**config.mk**
```make
export PLATFORM = sky130hd
export DESIGN_NAME = aotc_ctrl
export DESIGN_NICKNAME = d
export VERILOG_FILES = /design/src/rtl/aotc_pkg.sv /design/src/rtl/aotc_ctrl.sv
export SDC_FILE = /design/constraint.sdc
export NUM_CORES = 1
export LEC_CHECK = 0
export ABC_CLOCK_PERIOD_IN_PS = 1700
export BUFFER_PORTS_ARGS = -buffer_cell sky130_fd_sc_hd__buf_2
export CORE_AREA = 2 2 39 41
export DETAILED_ROUTE_END_ITERATION = 6
export DIE_AREA = 0 0 41 43
export GPL_ROUTABILITY_DRIVEN = 0
export PLACE_DENSITY_LB_ADDON = 0.08
export SLEW_MARGIN = 20
export SYNTH_ARGS = -nofsm -noshare
export SYNTH_HDL_FRONTEND = slang
export SYNTH_SLANG_ARGS = --single-unit
```
**constraint.sdc**
```tcl
create_clock -name clk -period 1.7 [get_ports clk]
set_input_delay 0.17 -clock clk [delete_from_list [all_inputs] [get_ports clk]]
set_output_delay 0.17 -clock clk [all_outputs]
set_load 0.01 [all_outputs]
```
**src/rtl/aotc_pkg.sv**
```systemverilog
package aotc_pkg;

    localparam int COORD_W = 32;
    localparam int BOX_W   = 6 * COORD_W;

    localparam logic [1:0] OP_ADD   = 2'd0;
    localparam logic [1:0] OP_POINT = 2'd1;
    localparam logic [1:0] OP_BOX   = 2'd2;

    typedef struct packed {
        logic [1:0]                opcode;
        logic signed [COORD_W-1:0] a_x;
        logic signed [COORD_W-1:0] a_y;
        logic signed [COORD_W-1:0] a_z;
        logic signed [COORD_W-1:0] b_x;
        logic signed [COORD_W-1:0] b_y;
        logic signed [COORD_W-1:0] b_z;
    } in_item_t;

    typedef struct packed {
        logic clear;
        logic status;
    } out_item_t;

    typedef struct packed {
        logic signed [COORD_W-1:0] lo_x;
        logic signed [COORD_W-1:0] lo_y;
        logic signed [COORD_W-1:0] lo_z;
        logic signed [COORD_W-1:0] hi_x;
        logic signed [COORD_W-1:0] hi_y;
        logic signed [COORD_W-1:0] hi_z;
    } box_t;

    // Controller to datapath.
    typedef struct packed {
        logic load;
        logic scan_step;
        logic finish;
    } cmd_t;

    // Datapath to controller.
    typedef struct packed {
        logic scan_needed;
        logic scan_last;
        logic out_free;
    } sts_t;

endpackage

```
**src/rtl/aotc_ctrl.sv**
```systemverilog
module aotc_ctrl import aotc_pkg::*; (
    input  logic clk,
    input  logic rst_n,
    input  logic in_valid,
    output logic in_ready,
    input  sts_t sts,
    output cmd_t cmd
);

    typedef enum logic [3:0] {
        S_IDLE   = 4'b0001,
        S_SCAN   = 4'b0010,
        S_DRAIN  = 4'b0100,
        S_RESULT = 4'b1000
    } state_t;

    state_t state_reg;
    state_t state_next;

    always_ff @(posedge clk or negedge rst_n)
    begin
        if (!rst_n)
        begin
            state_reg <= S_IDLE;
        end
        else
        begin
            state_reg <= state_next;
        end
    end

    always_comb
    begin
        state_next    = state_reg;
        in_ready      = 1'b0;
        cmd.load      = 1'b0;
        cmd.scan_step = 1'b0;
        cmd.finish    = 1'b0;
        case (state_reg)
            S_IDLE:
            begin
                in_ready = 1'b1;
                if (in_valid)
                begin
                    cmd.load   = 1'b1;
                    state_next = sts.scan_needed ? S_SCAN : S_RESULT;
                end
            end
            S_SCAN:
            begin
                cmd.scan_step = 1'b1;
                if (sts.scan_last)
                begin
                    state_next = S_DRAIN;
                end
            end
            // The last entry read is compared in this cycle.
            S_DRAIN:
            begin
                state_next = S_RESULT;
            end
            S_RESULT:
            begin
                if (sts.out_free)
                begin
                    cmd.finish = 1'b1;
                    state_next = S_IDLE;
                end
            end
            default:
            begin
                state_next = S_IDLE;
            end
        endcase
    end

endmodule

```
==> results.md, run 1 <==
- Max reg flops: 4
- Synth Instances: 24
- Largest family of logic cells by synthesized area: simple AND/OR/NAND/NOR gates
- Post-DP HPWL: 432 µm
- Max-Cap Viols: 0
- Pre-CTS setup slack: 419 ps
- CP cell instances: nor4b_2 > buf_2
- Final period util: 87.0%
- Buffers & Inverters on Critical Path: 1
- Layout cell share with drive strength beyond 1: 43.2%
- PnR worst setup slack: 221 ps
- Synthesis-stage register bit count: 4
- Post-Synth Simple-Gate Area: 38.0%
- Seq/Total Area, Yosys: 42.2%
- Worst Setup Start Kind: flop
- Fmax achieved: 676 MHz
- Number of global-route vias before repair: 226
- Status: completed
- Pwr Density: 1420 nW/µm²
- Setup tns final: 0 ps
- DIE AREA: 1760 µm²
- Max incr delay on CP: 440 ps
- Diodes inserted: 0
- CTS tree: done
- Worst-path maximum fanout: 7
- Post-Syn Area: 240 µm²
- P&R area growth vs syn: 37.5%
- Floorplan core area: 1380 µm²
- DIE HEIGHT: 43 µm
- Final Power: 0.000469 W
- Post-route ant nets: 0
- Fin. Hold Viols: 0
- Final slew viol count: 0
- Met2 Usage GRT: 10.0%
- Compound-Gate Fraction of Synth Area: 13.5%
- Nature of the critical path endpoint: output port
- P_leak: 0.151 nW
- Post-Syn Nets: 30
- Largest net degree at the start of global routing: 10
- Via Count: 239
- Min-delay worst type: in -> reg
- Layout Nets: 44
- Average size of a mapped cell: 10.0 µm²
- Initial Utilization: 17.4%
- Critical Path RT: 1530 ps
- Starting DRT DRC Count: 7
- Critical Path AT: 1310 ps
- Wire per inst: 10.8 µm
- Slowest CP cell: dfrtp_1
- GRT busiest layer: met1
- First-pass GRT wire length: 931 µm
- Port Buf Inserts: 9
- Die width: 41 µm
- Netlist cell types: 19
- Final setup viols: 0
- Worst-path clk slew: 40 ps
- Mux cell area share after synthesis: 0%
- Worst rel slew slack: 74.1%
- # rows: 14
- Residual DRC: 0
- Total wire length: 570 µm
- Clk_skew: 9.49 ps
- Family with the most delay on the worst path: flip-flops
- GRT met3 Usage: 6.28%
- TritonRoute pass-1 iters: 3
- GRT Util Overall: 8.47%
- Gr ovfl total: 0
- I/O pin count: 10
- Post-synthesis xor/xnor area fraction: 0%
- Largest vdd supply drop: 0.328 mV
- Setup CP Type: reg -> out
- Post-synthesis adder-cell area fraction: 0%
- Clock Latency Late Sink: 240 ps
- Post-CTS Setup Repair Bufs: 0
- Initial antenna violation count: 0
- Clock Tree Root: clkbuf_4
- Met1 Use GR: 10.1%
- Yosys warning total: 0
- CTS Sinks: 4
- Via/cell ratio: 4.51
- CTS max path bufs: 2
- Unrepaired setup endpoints after global routing: no
- H-tree depth: 1
- Min Clock Period, post-route: 1480 ps
- Worst slew pin tran: 387 ps
- Num CTS Buffers: 3
## logic make-up after synthesis
| family | after synthesis |
|---|---|
| compound gates | 5 |
| buf+inv | 2 |
| flops | 4 |
| simple gates | 13 |
## synthesized netlist by cell type
library cell	n	area (µm²)
dfrtp_1	3	75.1
nor2_1	3	11.3
a21oi_1	2	10.0
a21boi_1	1	7.51
a31oi_1	1	6.26
and2_1	1	6.26
and3_1	1	6.26
and4b_2	1	11.3
buf_6	1	11.3
dfstp_2	1	26.3
inv_1	1	3.75
nand2_2	1	6.26
nand4_1	1	6.26
nor4_1	1	6.26
nor4b_1	1	8.76
nor4b_2	1	15.0
o2bb2ai_1	1	8.76
or3_1	1	6.26
or4_1	1	7.51
## repair_timing
item | CTS | global route
gates resized for setup | 0 | 0
hold endpoints to repair | 4 | 0
hold buffers | 1 | 0
## final timing paths
path / start / endpoint / slack [ps] / cells past startpoint
hold / removal: sts[1] / state_reg[2]$_DFFE_PN0P_ / 160 / 2
max in group asynchronous: rst_n / state_reg[0]$_DFFE_PN1P_ / 1220 / 2
min in group asynchronous: rst_n / state_reg[1]$_DFFE_PN0P_ / 270 / 2
hold reg to reg: state_reg[1]$_DFFE_PN0P_ / state_reg[3]$_DFFE_PN0P_ / 490 / 1
setup reg to reg: state_reg[0]$_DFFE_PN1P_ / state_reg[3]$_DFFE_PN0P_ / 420 / 3
setup / recovery: state_reg[3]$_DFFE_PN0P_ / cmd[1] / 220 / 2
## placed cells by master, fill, tap and decap left out, drive strengths merged
master	count
buf	9
clkbuf	4
nor2	3
dfrtp	3
a21oi	2
nor4b	2
inv	1
and3	1
and4b	1
nand2	1
nor4	1
or4	1
or3	1
nand4	1
a21boi	1
a31oi	1
o2bb2ai	1
and2	1
dlygate4sd3	1
dfstp	1
## report_power, final
part	switching (W)	internal [W]
Sequential	0.0000539	0.000132
Clock	0.0000409	0.0000882
Combinational	0.0000737	0.0000802
## layer usage
layer,part of all wire [%],wire length [µm],up-vias
li1,-,-,118
met1,48,271,114
met2,45,258,7
met3,7.0,40,0
met4,0,0,0
met5,0,0,-
## final cells by class
type                            count  area (µm²)
Fill cell                         158        1050
Multi-Input combinational cell     18         124
Sequential cell                     4         101
Timing Repair Buffer               10        55.1
Clock buffer                        4        26.3
Tap cell                           16        20.0
Inverter                            1        3.75
## per-stage QoR
step	cell area, µm²	utilization [%]	hold WS [ps]	std cells
detailed placement	294	21.2	-22.7	48
floorplan	240	-	-126	24
CTS	330	23.9	154	53
global placement	294	21.2	-18.3	48
global route	330	23.9	165	53
finish	330	23.9	162	53
Note: power is estimated with default switching activity, not from simulation.
==> run 2, diff against run 1 <==
ABC_CLOCK_PERIOD_IN_PS = 1400   (was 1700)
REMOVE_ABC_BUFFERS = 1   (was not set)
clock period = 1.4 ns   (was 1.7 ns; I/O delays follow)
==> results.md, run 2 (synthesis results as in run 1) <==
- Unrepaired setup endpoints after global routing: yes
- Pwr Density: 1750 nW/µm²
- Worst Setup Start Kind: flop
- DIE AREA: 1760 µm²
- Final Power: 0.000660 W
- Starting DRT DRC Count: 6
- Largest net degree at the start of global routing: 8
- Met3 WL: 64 µm
- Dpl cells: 48
- Status: completed
- Critical Path RT: 1260 ps
- Layout Cells excl Fill: 56
- Via/cell ratio: 4.52
- Final period util: 99.5%
- Diodes inserted: 0
- Pre-CTS setup slack: 73.1 ps
- Via Count: 253
- H-tree depth: 1
- DIE HEIGHT: 43 µm
- Clock Latency Late Sink: 240 ps
- Layout cell share with drive strength beyond 1: 55.0%
- Worst-path maximum fanout: 7
- Critical Path AT: 1250 ps
- Wl on met1: 295 µm
- Num CTS Buffers: 3
- I/O pin count: 10
- GRT Util Overall: 9.74%
- Largest vdd supply drop: 0.754 mV
- CTS tree: done
- Die width: 41 µm
- P&R area growth vs syn: 57.3%
- Gr ovfl total: 0
- FF-to-FF setup slack: 50 ps
- Initial antenna violation count: 0
- Wire per inst: 11.0 µm
- Final slew viol count: 0
- Wire length on met2: 257 µm
- Worst hold slack: 120 ps
- Fmax achieved: 718 MHz
- CTS max path bufs: 2
- Top sig layer: met3
- Fin. Hold Viols: 0
- Layout Nets: 47
- Initial Utilization: 17.4%
- Clock Tree Root: clkbuf_4
- Setup CP Type: reg -> out
- Worst slew pin tran: 301 ps
- Clk_skew: 1.83 ps
- Nature of the critical path endpoint: output port
- P_leak: 0.167 nW
- Placed Area: 294 µm²
- Post-route cell area: 378 µm²
- Fillcell total: 156
- Residual DRC: 0
- Floorplan core area: 1380 µm²
- # rows: 14
- CTS Sinks: 4
- Max-Cap Viols: 0
- Post-DP HPWL: 433 µm
- Min-delay worst type: in -> reg
- PnR worst setup slack: 7.42 ps
- TritonRoute pass-1 iters: 4
- Highest-count cells in the layout ignoring fill and taps: 8 x buf_2, 3 x clkbuf_4, 3 x buf_4
- Worst-path clk slew: 40 ps
- Post-route ant nets: 0
- Most common cell after layout, fill and taps aside: buf_2
- Worst rel slew slack: 79.9%
- Min Clock Period, post-route: 1390 ps
- Total wire length: 617 µm
- Max reg flops: 4
- Final setup viols: 0
- Port Buf Inserts: 9
- First-pass GRT wire length: 1100 µm
- Number of global-route vias before repair: 261
==> run 2: power by group <==
part           switching (W)  internal (W)
Clock              0.0000549      0.000107
Sequential         0.0000783      0.000162
Combinational       0.000106      0.000152
==> run 2: timing repair <==
item,in CTS,in global routing
resized for setup,1,4
pin swaps,0,3
hold endpoints to repair,4,0
gates cloned,0,0
setup endpoints to repair,2,5
setup buffers,2,1
hold buffers,1,0
==> run 2: cell type report <==
cell class / count / area [µm²] / share of cell area (%)
well taps: 16 / 20.0 / 5.30
inverters: 1 / 3.75 / 0.993
multi-input cells: 18 / 141 / 37.4
clock buffers: 4 / 26.3 / 6.95
repair buffers: 13 / 83.8 / 22.2
flip-flops and latches: 4 / 103 / 27.2
==> run 2: through the flow <==
| stage | util, % | TNS (ps) |
|---|---|---|
| global route | 27.3 | -77.3 |
| floorplan | - | 0 |
| finish | 27.3 | 0 |
| global placement | 21.2 | 0 |
| detailed placement | 21.2 | 0 |
| CTS | 25.6 | 0 |
==> run 2: per-layer routing <==
layer / vias up / global-route usage, %
met5: - / 0
met4: 0 / 4.00
met3: 0 / 7.85
met2: 14 / 11.6
met1: 113 / 12.5
li1: 126 / -
==> run 2: critical path, stage by stage, from the launching register on <==
cell	delay, ps
dfstp_2	620
nor2_1	70
and4b_2	210
buf_6	120
==> run 2: final timing paths <==
check | cells after the start | start | to
worst max-delay path | 3 | state_reg[0]$_DFFE_PN1P_ | cmd[0]
worst min-delay path | 2 | sts[1] | state_reg[2]$_DFFE_PN0P_
worst max register to register | 3 | state_reg[0]$_DFFE_PN1P_ | state_reg[3]$_DFFE_PN0P_
worst min register to register | 1 | state_reg[1]$_DFFE_PN0P_ | state_reg[3]$_DFFE_PN0P_
max in group asynchronous | 2 | rst_n | state_reg[0]$_DFFE_PN1P_
min in group asynchronous | 2 | rst_n | state_reg[2]$_DFFE_PN0P_
==> run 3, diff against run 2 <==
BUFFER_PORTS_ARGS = not set   (was -buffer_cell sky130_fd_sc_hd__buf_2)
DONT_BUFFER_PORTS = 1   (was not set)
REMOVE_ABC_BUFFERS = not set   (was 1)
==> results.md, run 3 (synthesis results as in run 1) <==
- Unrepaired setup endpoints after global routing: yes
- Clock Latency Late Sink: 230 ps
- CTS tree: done
- Post-route cell area: 327 µm²
- Final slew viol count: 0
- Max reg flops: 4
- Wire per inst: 11.6 µm
- Worst-path clk slew: 40 ps
- Worst hold slack: 40.5 ps
- Setup tns final: 0 ps
- Total wire length: 555 µm
- Initial antenna violation count: 0
- Diodes inserted: 0
- Clk_skew: 3.35 ps
- FF-to-FF setup slack: 120 ps
- P_leak: 0.129 nW
- DIE AREA: 1760 µm²
- Pwr Density: 1870 nW/µm²
- Starting DRT DRC Count: 4
- Num CTS Buffers: 3
- Multi-input logic area: 133 µm²
- Floorplan core area: 1380 µm²
- Final setup viols: 0
- Post-route ant nets: 0
- Fillcell total: 158
- Clock Tree Root: clkbuf_4
- Worst Setup Start Kind: flop
- Highest-count cells in the layout ignoring fill and taps: 4 x buf_4, 3 x nor2_1, 3 x clkbuf_4
- P&R area growth vs syn: 35.9%
- TritonRoute pass-1 iters: 2
- Layout Nets: 39
- # rows: 14
- H-tree depth: 1
- Setup CP Type: reg -> out
- Layout Cells excl Fill: 48
- Status: completed
- Via/cell ratio: 4.48
- Min-delay worst type: in -> reg
- Worst-path maximum fanout: 5
- Critical Path AT: 1220 ps
- Largest vdd supply drop: 0.526 mV
- Critical Path RT: 1260 ps
- Final period util: 97.1%
- Largest net degree at the start of global routing: 8
- First-pass GRT wire length: 966 µm
- Worst rel slew slack: 80.6%
- Min Clock Period, post-route: 1360 ps
- Residual DRC: 0
- Initial Utilization: 17.4%
- Dpl cells: 41
- Layout cell share with drive strength beyond 1: 40.6%
- Max-Cap Viols: 0
- Die width: 41 µm
- Most common cell after layout, fill and taps aside: buf_4
- Fin. Hold Viols: 0
- Fmax achieved: 735 MHz
- Port Buf Inserts: 0
- GRT Util Overall: 8.47%
- I/O pin count: 10
- Placed Area: 264 µm²
- CTS Sinks: 4
- DIE HEIGHT: 43 µm
- FF/Latch Area: 104 µm²
- Post-DP HPWL: 431 µm
- CTS max path bufs: 2
- Number of global-route vias before repair: 230
- Nature of the critical path endpoint: output port
- Gr ovfl total: 0
- Worst slew pin tran: 290 ps
- Via Count: 215
[run 3: per-stage QoR]
step	utilization (%)	setup slack (ps)	power, W
after CTS	23.4	14.6	0.000618
after floorplan	-	147	0.000368
after global placement	19.1	110	0.000396
after global routing	23.6	-36.8	0.000667
after detailed placement	19.1	104	0.000396
final	23.6	40.1	0.000612
[run 3: layout make-up]
class	instances	area share, %
Multi-Input combinational cell	18	40.6
Sequential cell	4	31.8
Timing Repair Buffer	5	12.3
Clock buffer	4	8.05
Tap cell	16	6.13
Inverter	1	1.15
[run 3: path summary, 6_finish.rpt]
kind,cells after the start,end,start
min,1,state_reg[2]$_DFFE_PN0P_,sts[1]
min reg2reg,1,state_reg[3]$_DFFE_PN0P_,state_reg[1]$_DFFE_PN0P_
max reg2reg,3,state_reg[3]$_DFFE_PN0P_,state_reg[0]$_DFFE_PN1P_
max,3,cmd[2],state_reg[0]$_DFFE_PN1P_
max in group asynchronous,1,state_reg[0]$_DFFE_PN1P_,rst_n
min in group asynchronous,1,state_reg[1]$_DFFE_PN0P_,rst_n
[run 3: worst max-delay path: stages (launching register included)]
cell and delay [ps]:
dfstp_2 590, nand2_2 60, nor4_1 170, buf_4 170
[run 3: what timing repair did]
action                                  in CTS  in global routing
endpoints found under the setup margin       2                  2
hold buffers                                 1                  0
pin swaps                                    0                  0
setup buffers                                2                  0
gates resized for setup                      1                  2
endpoints found under the hold margin        4                  0
[run 3: routing by layer]
metal | vias to the layer above | wire length [µm] | global-route usage [%]
li1 | 109 | - | -
met1 | 100 | 250 | 11.4
met2 | 6 | 273 | 10.3
met3 | 0 | 30 | 4.71
met4 | 0 | 0 | 4.67
met5 | - | 0 | 0
[run 3: power breakdown]
group	internal, W	switching [W]	total (W)
Sequential	0.000162	0.0000617	0.000224
Clock	0.000107	0.0000481	0.000155
Combinational	0.000127	0.000106	0.000232
Total	0.000396	0.000215	0.000612
